<file path="config.mk">
export PLATFORM = sky130hd
export DESIGN_NAME = hex_record_stream_checker_top
export DESIGN_NICKNAME = d
export VERILOG_FILES = /design/src/hdl/hrsc_pkg.sv /design/src/hdl/hex_record_stream_checker_top.sv
export VERILOG_INCLUDE_DIRS = /design/src /design/src/hdl
export SDC_FILE = /design/constraint.sdc
export NUM_CORES = 1
export LEC_CHECK = 0
export CAP_MARGIN = 0
export CORE_ASPECT_RATIO = 0.75
export CORE_MARGIN = 1
export CORE_UTILIZATION = 30
export CTS_BUF_LIST = sky130_fd_sc_hd__clkbuf_2
export DETAILED_ROUTE_END_ITERATION = 10
export DONT_BUFFER_PORTS = 1
export PLACE_DENSITY_LB_ADDON = 0.25
export SETUP_SLACK_MARGIN = 0.4
export SYNTH_ARGS = -nofsm -noshare
export SYNTH_HDL_FRONTEND = slang
export SYNTH_SLANG_ARGS = --single-unit
</file>
<file path="constraint.sdc">
create_clock -name clock -period 8.41 [get_ports clock]
set_input_delay 0.4205 -clock clock [delete_from_list [all_inputs] [get_ports clock]]
set_output_delay 0.4205 -clock clock [all_outputs]
set_load 0.02 [all_outputs]
</file>
<file path="src/hdl/hex_record_stream_checker_top_assert.svh">
// assertion macros for the hex record stream checker
// used by hex_record_stream_checker_top, no other dependencies
`ifndef HEX_RECORD_STREAM_CHECKER_TOP_ASSERT_SVH
`define HEX_RECORD_STREAM_CHECKER_TOP_ASSERT_SVH

// same-cycle implication, disabled in reset
`define HRSC_ASSERT_NOW(label, clk, rst, ante, cons, msg) \
   label: assert property (@(posedge clk) disable iff (rst) (ante) |-> (cons)) \
      else $error(msg);

// next-cycle implication, disabled in reset
`define HRSC_ASSERT_NEXT(label, clk, rst, ante, cons, msg) \
   label: assert property (@(posedge clk) disable iff (rst) (ante) |=> (cons)) \
      else $error(msg);

`endif

</file>
<file path="src/hdl/hrsc_pkg.sv">
// shared types and constants for the hex record stream checker
// no dependencies
package hrsc_pkg;

   localparam logic [7:0] COLON_CHAR = 8'h3A;
   localparam logic [7:0] TYPE_LIMIT = 8'd6;
   localparam logic [7:0] TYPE_END   = 8'd1;

   typedef enum logic [2:0] {
      PH_COLON = 3'd0,
      PH_COUNT = 3'd1,
      PH_ADDR  = 3'd2,
      PH_TYPE  = 3'd3,
      PH_DATA  = 3'd4,
      PH_CSUM  = 3'd5,
      PH_TERM  = 3'd6
   } phase_type;

   typedef enum logic [2:0] {
      ST_OK      = 3'd0,
      ST_END     = 3'd1,
      ST_CLEAN   = 3'd2,
      ST_NOCOLON = 3'd3,
      ST_BADTYPE = 3'd4,
      ST_CSUM    = 3'd5,
      ST_TRUNC   = 3'd6
   } status_type;

   typedef struct packed {
      logic [7:0] ch;
      logic       end_of_input;
   } req_type;

   typedef struct packed {
      status_type  status;
      logic [15:0] record_number;
      logic [7:0]  record_kind;
      logic [15:0] load_address;
      logic [7:0]  byte_count;
   } rsp_type;

endpackage

</file>
<file path="src/hdl/hex_record_stream_checker_top.sv">
// hex record stream checker, top level and only module
// depends on hrsc_pkg and hex_record_stream_checker_top_assert.svh
//
// usage:
//  - req channel: one character (or an end-of-input marker) per transfer
//  - rsp channel: one report per finished record, per error and at clean end
//  - the parser state updates at the edge a req transfer happens; a report
//    it raises is registered at that same edge, in the rsp output register
//    or, if that register is held by a stalled receiver, in the skid register
//  - throughput is one character per cycle while req_stall is low, set by
//    the parser step; no character needs more than one pass
//  - a two-entry output (result register plus skid register) lets the parser
//    keep taking characters while a report waits on a stalled receiver;
//    req_stall rises only once both entries are full
//  - after an end record, a clean end or any error, characters are still
//    taken but give no reports until reset
//  - reset (synchronous, active high) returns the parser to waiting for a
//    colon, clears the record counter and empties the output
module hex_record_stream_checker_top (
   input  logic              clock,
   input  logic              reset,
   input  logic              req_valid,
   output logic              req_stall,
   input  hrsc_pkg::req_type req_data,
   output logic              rsp_valid,
   input  logic              rsp_stall,
   output hrsc_pkg::rsp_type rsp_data
);
   import hrsc_pkg::*;

   // parser state
   phase_type   phase_ff, phase_in;
   logic [1:0]  digit_ff, digit_in;
   logic [3:0]  high_ff, high_in;
   logic [7:0]  count_ff, count_in;
   logic [15:0] address_ff, address_in;
   logic [7:0]  type_ff, type_in;
   logic [7:0]  left_ff, left_in;
   logic [7:0]  sum_ff, sum_in;
   logic [15:0] seen_ff, seen_in;
   logic        halted_ff, halted_in;

   // output register and skid register
   logic        out_valid_ff, out_valid_in;
   rsp_type     out_ff, out_in;
   logic        skid_valid_ff, skid_valid_in;
   rsp_type     skid_ff, skid_in;

   // step results
   logic        req_fire;
   logic        rsp_fire;
   logic        res_valid;
   status_type  res_status;
   logic        res_fields;
   rsp_type     res;
   logic [3:0]  nib;
   logic [7:0]  byte_val;
   logic [15:0] addr_shift;

   // hex digit value (0-9 and upper case A-F only), anything else counts as zero
   function automatic logic [3:0] nibble_of(input logic [7:0] c);
      logic [3:0] v;
      v = 4'd0;
      if (c >= 8'h30 && c <= 8'h39) begin
         v = 4'(c - 8'h30);
      end else if (c >= 8'h41 && c <= 8'h46) begin
         v = 4'(c - 8'h37);
      end
      return v;
   endfunction

   assign req_stall = skid_valid_ff;
   assign req_fire  = req_valid && !req_stall;
   assign rsp_fire  = out_valid_ff && !rsp_stall;
   assign rsp_valid = out_valid_ff;
   assign rsp_data  = out_ff;

   assign nib        = nibble_of(req_data.ch);
   assign byte_val   = {high_ff, nib};
   assign addr_shift = {address_ff[11:0], nib};

   // one parser step per accepted character
   always_comb begin
      phase_in   = phase_ff;
      digit_in   = digit_ff;
      high_in    = high_ff;
      count_in   = count_ff;
      address_in = address_ff;
      type_in    = type_ff;
      left_in    = left_ff;
      sum_in     = sum_ff;
      seen_in    = seen_ff;
      halted_in  = halted_ff;
      res_valid  = 1'b0;
      res_status = ST_OK;
      res_fields = 1'b1;
      if (req_fire && !halted_ff) begin
         unique case (phase_ff)
            PH_TERM: begin
               // one terminator character closes a good record
               if (req_data.end_of_input) begin
                  res_valid  = 1'b1;
                  res_status = ST_CLEAN;
               end else begin
                  if (seen_ff != 16'hFFFF) begin
                     seen_in = seen_ff + 16'd1;
                  end
                  phase_in = PH_COLON;
               end
            end
            PH_COLON: begin
               if (req_data.end_of_input || req_data.ch != COLON_CHAR) begin
                  res_valid  = 1'b1;
                  res_status = ST_NOCOLON;
                  res_fields = 1'b0;
               end else begin
                  count_in   = '0;
                  address_in = '0;
                  type_in    = '0;
                  left_in    = '0;
                  sum_in     = '0;
                  digit_in   = '0;
                  high_in    = '0;
                  phase_in   = PH_COUNT;
               end
            end
            default: begin
               if (req_data.end_of_input) begin
                  // input ran out inside a record
                  res_valid  = 1'b1;
                  res_status = ST_TRUNC;
               end else if (phase_ff == PH_ADDR) begin
                  // address comes in as four digits, high first
                  address_in = addr_shift;
                  digit_in   = digit_ff + 2'd1;
                  if (digit_ff == 2'd3) begin
                     sum_in   = sum_ff + addr_shift[15:8] + addr_shift[7:0];
                     digit_in = '0;
                     phase_in = PH_TYPE;
                  end
               end else if (digit_ff == 2'd0) begin
                  high_in  = nib;
                  digit_in = 2'd1;
               end else begin
                  digit_in = '0;
                  unique case (phase_ff)
                     PH_COUNT: begin
                        count_in = byte_val;
                        left_in  = byte_val;
                        sum_in   = sum_ff + byte_val;
                        phase_in = PH_ADDR;
                     end
                     PH_TYPE: begin
                        type_in = byte_val;
                        sum_in  = sum_ff + byte_val;
                        if (byte_val >= TYPE_LIMIT) begin
                           res_valid  = 1'b1;
                           res_status = ST_BADTYPE;
                        end else begin
                           phase_in = (left_ff != 8'd0) ? PH_DATA : PH_CSUM;
                        end
                     end
                     PH_DATA: begin
                        sum_in  = sum_ff + byte_val;
                        left_in = left_ff - 8'd1;
                        if (left_ff == 8'd1) begin
                           phase_in = PH_CSUM;
                        end
                     end
                     PH_CSUM: begin
                        // good record sums to zero including the checksum
                        res_valid = 1'b1;
                        if (8'(sum_ff + byte_val) != 8'd0) begin
                           res_status = ST_CSUM;
                        end else if (type_ff == TYPE_END) begin
                           res_status = ST_END;
                        end else begin
                           res_status = ST_OK;
                           phase_in   = PH_TERM;
                        end
                     end
                     default: begin
                        phase_in = phase_ff;
                     end
                  endcase
               end
            end
         endcase
         if (res_valid && res_status != ST_OK) begin
            halted_in = 1'b1;
         end
      end
   end

   // report assembled from the fields captured so far, type byte included; fields are zero for a missing colon
   always_comb begin
      res.status        = res_status;
      res.record_number = (seen_ff == 16'hFFFF) ? 16'hFFFF : seen_ff + 16'd1;
      res.record_kind   = res_fields ? type_in : 8'd0;
      res.load_address  = res_fields ? address_ff : 16'd0;
      res.byte_count    = res_fields ? count_ff : 8'd0;
   end

   // output register with skid entry behind it
   always_comb begin
      out_valid_in  = out_valid_ff;
      out_in        = out_ff;
      skid_valid_in = skid_valid_ff;
      skid_in       = skid_ff;
      if (!out_valid_ff || rsp_fire) begin
         if (skid_valid_ff) begin
            out_valid_in  = 1'b1;
            out_in        = skid_ff;
            skid_valid_in = 1'b0;
         end else begin
            out_valid_in = req_fire && res_valid;
            out_in       = res;
         end
      end else if (req_fire && res_valid) begin
         skid_valid_in = 1'b1;
         skid_in       = res;
      end
   end

   always_ff @(posedge clock) begin
      if (reset) begin
         phase_ff      <= PH_COLON;
         digit_ff      <= '0;
         high_ff       <= '0;
         count_ff      <= '0;
         address_ff    <= '0;
         type_ff       <= '0;
         left_ff       <= '0;
         sum_ff        <= '0;
         seen_ff       <= '0;
         halted_ff     <= 1'b0;
         out_valid_ff  <= 1'b0;
         skid_valid_ff <= 1'b0;
      end else begin
         phase_ff      <= phase_in;
         digit_ff      <= digit_in;
         high_ff       <= high_in;
         count_ff      <= count_in;
         address_ff    <= address_in;
         type_ff       <= type_in;
         left_ff       <= left_in;
         sum_ff        <= sum_in;
         seen_ff       <= seen_in;
         halted_ff     <= halted_in;
         out_valid_ff  <= out_valid_in;
         skid_valid_ff <= skid_valid_in;
      end
   end

   // payload registers, no reset needed
   always_ff @(posedge clock) begin
      out_ff  <= out_in;
      skid_ff <= skid_in;
   end

`include "hex_record_stream_checker_top_assert.svh"

   // skid entry only fills behind a full output register
   `HRSC_ASSERT_NOW(a_skid_behind_out, clock, reset, skid_valid_ff, out_valid_ff,
      "skid entry valid while output register empty")
   // halt holds until reset
   `HRSC_ASSERT_NEXT(a_halt_sticky, clock, reset, halted_ff, halted_ff,
      "halt cleared without reset")
   // no report once halted
   `HRSC_ASSERT_NOW(a_quiet_when_halted, clock, reset, halted_ff, !res_valid,
      "report raised while halted")
   // any report other than a good record halts the parser
   `HRSC_ASSERT_NEXT(a_error_halts, clock, reset,
      req_fire && res_valid && res_status != ST_OK, halted_ff,
      "parser did not halt after a final report")

endmodule
</file>
==> impl_metrics.json, run 1 <==
{
  "status": "completed",
  "placed_cells": 1217,
  "arrival_ns": 4.03,
  "ys_seq_area_share_pct": 51.5,
  "post-route-period-util_pct": 41.0,
  "yosysTopAreaCell": "edfxtp_1",
  "dieArea_um2": 30400,
  "first_pass_iters": 6,
  "max-cap-violations": 0,
  "n_fill_cell": 2928,
  "antenna_found_initial": 1,
  "initial_core_util_pct": 30.6,
  "worst_slew_pin_slew_ns": 1.16,
  "ys_top_cells_by_count": "edfxtp_1, nand2_1, nor2_1",
  "slew_headroom_pct": 21.5,
  "setup_tns_ns": 0,
  "synth_top_flop_cell": "edfxtp_1",
  "slew_viol_final": 0,
  "wire_per_inst_um": 17.4,
  "synth_area_leaders": "edfxtp_1, dfxtp_1, mux2_2",
  "drcViolationCount": 0,
  "finalSetupViolations": 0,
  "finalPower_w": 0.00152,
  "min_period_ns": 3.45,
  "clk_latency_ns": 0.75,
  "io_pins": 66,
  "numCtsBuffers": 17,
  "ys_ff_latch": 178,
  "die_h_um": 151,
  "first_global_vias": 5931,
  "wl_um": 21900,
  "cts.sinks": 178,
  "synth_nets": 906,
  "leakage_nw": 3.50,
  "ir_drop_uv": 68.2,
  "max_freq_mhz": 290,
  "worstHoldPathType": "in -> reg",
  "portBuffers": 0,
  "cts_root_buffer": "clkbuf_2",
  "yosysWarnings": 0,
  "areaGrowthSynthToFinish_pct": 7.94,
  "synth.most_common_cell": "edfxtp_1",
  "cts_setup_buffers": 0,
  "start_kind": "input pin",
  "worstPathRequired_ns": 9.00,
  "clock_skew_ns": 0.0407,
  "gr-usage-all-layers_pct": 14.6,
  "cts_tree": "done",
  "viasPerCell": 5.00,
  "final_cells": 1255,
  "grt_pass1_wl_um": 34500,
  "rsz0062_at_grt": "false",
  "core_area_um2": 29100,
  "drt_iter0_drc": 461,
  "dpl.hpwl_um": 14800,
  "grt_max_degree": 82,
  "critPathMaxFanout": 6,
  "syn_avg_cell_area_um2": 10.3,
  "crit_type": "in -> reg",
  "netlist_area_um2": 8900,
  "rows": 54,
  "cts.clk_slew.worst_paths_ns": 0.28,
  "via_count": 6274,
  "fp.dieW_um": 201,
  "grt-ovfl-total": 0,
  "drive_above_1_share_pct": 11.5,
  "p_per_area_nw_per_um2": 158,
  "synth-async-reset-ratio_pct": 0,
  "routabilityCongestion": 0.891,
  "end_kind": "register",
  "fin_hold_ws_ns": 0.0811,
  "yosysTopAreaCellShare_pct": 34.4,
  "synth_cell_types": 78,
  "synth_edf_count": 102,
  "cts.path.max_buffers": 2,
  "hold_viol": 0,
  "drt.antenna.violating_nets": 0,
  "syn_inst": 861,
  "fin_nets": 894,
  "htreeDepth": 4
}
[metrics by stage]
| stage | instance area [um2] | util, % | worst slack, ns |
|---|---|---|---|
| after global routing | 9610 | 33.0 | 4.71 |
| after floorplan | 8900 | - | 3.94 |
| after detailed placement | 9280 | 31.9 | 4.26 |
| final | 9610 | 33.0 | 4.96 |
| after CTS | 9600 | 33.0 | 5.07 |
| after global placement | 9280 | 31.9 | 4.43 |
[cell families after synthesis]
logic type | after synthesis | synth area share (%)
muxes | 45 | 5.58
xor gates and xnor gates | 32 | 3.15
buffers and inverters | 84 | 3.74
AOI/OAI and AO/OA | 173 | 13.3
adders and majority gates | 32 | 5.26
DFF | 178 | 51.5
and+or+nand+nor | 317 | 17.5
[metal layers]
| metal | up-vias | GRT usage [%] | share of wire (%) |
|---|---|---|---|
| met2 | 133 | 21.9 | 43 |
| met5 | - | 0 | 0 |
| met1 | 3053 | 21.2 | 52 |
| li1 | 3071 | - | - |
| met4 | 0 | 3.63 | 1.3 |
| met3 | 17 | 3.08 | 4.3 |
[worst paths after layout]
kind,depth (start not counted),to,from,slack [ns]
setup / recovery,13,rsp_data[48]$_DFFE_PP_,req_data[1],4.96
hold / removal,3,type_ff[6]$_SDFF_PP0_,req_data[0],0.08
setup reg to reg,7,rsp_data[48]$_DFFE_PP_,high_ff[2]$_SDFFE_PP0P_,5.23
hold reg to reg,2,count_ff[6]$_SDFFE_PP0P_,count_ff[6]$_SDFFE_PP0P_,0.47
[where the power goes]
part	total (W)	internal, W	switching [W]
Clock	0.000496	0.000153	0.000343
Combinational	0.0000568	0.0000152	0.0000416
Sequential	0.000965	0.000939	0.0000267
Total	0.00152	0.00111	0.000412
[what timing repair did]
item,in CTS,in global routing
resized for setup,0,0
hold buffers,4,1
endpoints found under the hold margin,78,1
[layout by cell type (no fill, tap or decap), types with 22 or more instances in the layout]
cell / n
edfxtp_1: 102
nand2_1: 98
nor2_1: 86
dfxtp_1: 76
a21oi_1: 46
inv_1: 41
mux2_2: 37
o21ai_0: 34
nand3_1: 30
ha_1: 23
and2_1: 22
[area by class of cell]
type | instances | area [um2] | share of cell area, %
flip-flops and latches | 178 | 4580 | 47.7
clock inverters | 15 | 181 | 1.89
repair buffers | 11 | 113 | 1.17
diodes | 1 | 2.50 | 0.0260
well taps | 392 | 490 | 5.10
inverters | 42 | 158 | 1.64
clock buffers | 17 | 85.1 | 0.885
multi-input cells | 599 | 4000 | 41.6
[sequential cells by signal (all words and copies together), names as in the netlist]
name and cells:
halted_ff 1, sum_ff 8, seen_ff 16, type_ff 8, left_ff 8, address_ff 16
high_ff 4, req_stall 1, phase_ff 3, rsp_valid 1, count_ff 8, digit_ff 2
skid_ff 51, rsp_data 51
[critical path, stage by stage]
cell      delay, ns
inv_1          0.11
ha_1           0.21
nor3b_1        0.20
a31oi_1        0.12
a32oi_1        0.70
inv_1          0.15
ha_1           0.31
a211oi_1       0.43
o21ai_0        0.20
and3_1         0.24
o21ai_0        0.48
nor2_1         0.14
o311ai_1       0.31
No activity file was read; power rests on OpenSTA's default activity.
==> run 2, diff against run 1 <==
==> constraint.sdc (replaced) <==
create_clock -name clock -period 3.6 [get_ports clock]
set_input_delay 0.18 -clock clock [delete_from_list [all_inputs] [get_ports clock]]
set_output_delay 0.18 -clock clock [all_outputs]
set_load 0.02 [all_outputs]
==> impl_metrics.json, run 2 (synthesized netlist as in run 1, its figures left out) <==
{
  "critPathTopFamily": "compound AO/OA/AOI/OAI gates",
  "place_ws_ns": 0.0494,
  "via_count": 6398,
  "first_global_vias": 6057,
  "layout_commonest_cell": "edfxtp_1",
  "start_kind": "input pin",
  "critical-path-max-stage-delay_ns": 0.63,
  "slew_viol_final": 0,
  "slowest_stage": "dlygate4sd3_1",
  "cts_root_buffer": "clkbuf_2",
  "drcViolationCount": 0,
  "p_per_area_nw_per_um2": 347,
  "setup_tns_ns": 0,
  "die_h_um": 151,
  "post-route-period-util_pct": 86.0,
  "grt_max_degree": 82,
  "hold_viol": 0,
  "drt.antenna.violating_nets": 0,
  "numCtsBuffers": 17,
  "cts.sinks": 178,
  "status": "completed",
  "io_pins": 66,
  "slew_headroom_pct": 32.0,
  "grt-ovfl-total": 0,
  "max_freq_mhz": 323,
  "clock_skew_ns": 0.0436,
  "gr-usage-all-layers_pct": 14.9,
  "htreeDepth": 4,
  "cts.path.max_buffers": 2,
  "dieArea_um2": 30400,
  "crit_chain": "dlygate4sd3_1 > nor4_4 > a31oi_1 > nor2_2 > inv_1 > fa_1 > inv_1 > ha_1 > a21o_1 > a21oi_1 > o21ai_0 > a2111o_1 > o21ai_0 > o21ai_1",
  "critPathMaxFanout": 5,
  "min_period_ns": 3.09,
  "wl_um": 22000,
  "routabilityCongestion": 0.865,
  "fin_hold_ws_ns": 0.0939,
  "worstPathRequired_ns": 4.25,
  "areaGrowthSynthToFinish_pct": 10.3,
  "viasPerCell": 4.98,
  "placed_cells": 1230,
  "max-cap-violations": 0,
  "end_kind": "register",
  "layout_setup_ws_ns": 0.505,
  "clk_latency_ns": 0.76,
  "cts_tree": "done",
  "layout_common_cells": "edfxtp_1, nand2_1, nor2_1, dfxtp_1, a21oi_1",
  "path_buf_inv": 3,
  "worstHoldPathType": "in -> reg",
  "cts.clk_slew.worst_paths_ns": 0.28,
  "core_area_um2": 29100,
  "wire_per_inst_um": 17.2,
  "final_cells": 1285,
  "portBuffers": 0,
  "first_pass_iters": 6,
  "drive_above_1_share_pct": 13.4,
  "antenna_found_initial": 1,
  "crit_type": "in -> reg",
  "drt_iter0_drc": 489,
  "fin_nets": 920,
  "ir_drop_uv": 126,
  "leakage_nw": 3.60,
  "rsz0062_at_grt": "false",
  "finalSetupViolations": 0,
  "grt_pass1_wl_um": 34900,
  "arrival_ns": 3.75,
  "dpl.hpwl_um": 15300,
  "rows": 54,
  "fp.dieW_um": 201,
  "initial_core_util_pct": 30.6,
  "utilization_pct": 33.7,
  "worst_slew_pin_slew_ns": 1.01
}
## run 2: changes by cell type in the layout (fill, tap and decap cells not counted), sizes merged
cell,change
diode,+4
dlygate4sd3,+9
inv,-5
clkinvlp,+3
buf,+17
bufinv,-1
clkbuf,+2
clkinv,+1
## run 2: cell type report
| cell class | instances | area (um2) |
|---|---|---|
| Antenna cell | 5 | 12.5 |
| Tap cell | 392 | 490 |
| Clock inverter | 13 | 125 |
| Clock buffer | 19 | 95.1 |
| Inverter | 42 | 158 |
| Sequential cell | 178 | 4580 |
| Timing Repair Buffer | 37 | 343 |
| Multi-Input combinational cell | 599 | 4010 |
| Fill cell | 2951 | 19300 |
## run 2: what timing repair did
action / CTS / global route
gates resized for setup: 0 / 2
setup endpoints to repair: 0 / 12
hold buffers: 14 / 0
buffers inserted: 0 / 4
endpoints found under the hold margin: 109 / 0
## run 2: final timing paths
kind	start	endpoint	slack, ns	cells after the start
worst min register to register	address_ff[13]$_SDFFE_PP0P_	address_ff[13]$_SDFFE_PP0P_	0.46	2
worst max register to register	phase_ff[1]$_SDFFE_PP0P_	type_ff[0]$_SDFF_PP0_	0.72	7
worst min-delay path	req_data[4]	skid_ff[24]$_DFFE_PP_	0.09	4
worst max-delay path	req_data[4]	sum_ff[6]$_SDFFE_PP0P_	0.51	14
## run 2: worst min-delay path, delay by kind of cell
kind | cells | cell delay [ns]
AND/OR/NAND/NOR | 1 | 0.10
AO/OA/AOI/OAI | 3 | 0.49
## run 2: metal layers
metal | vias to the layer above | global-route usage [%] | routed length (um)
li1 | 3131 | - | -
met1 | 3097 | 21.7 | 11100
met2 | 140 | 21.7 | 9440
met3 | 30 | 3.14 | 1080
met4 | 0 | 5.27 | 447
met5 | - | 0 | 0
## run 2: report_power, final
| group | switching, W | internal, W | leakage (nW) |
|---|---|---|---|
| Sequential | 0.0000632 | 0.00219 | 1.69 |
| Combinational | 0.000102 | 0.0000436 | 1.79 |
| Clock | 0.000745 | 0.000266 | 0.130 |
## run 2: per-stage QoR
stage	power (W)	cell area (um2)
detailed placement	0.00241	9400
global placement	0.00241	9400
CTS	0.00346	9780
finish	0.00341	9820
floorplan	0.00238	8930
global route	0.00356	9820
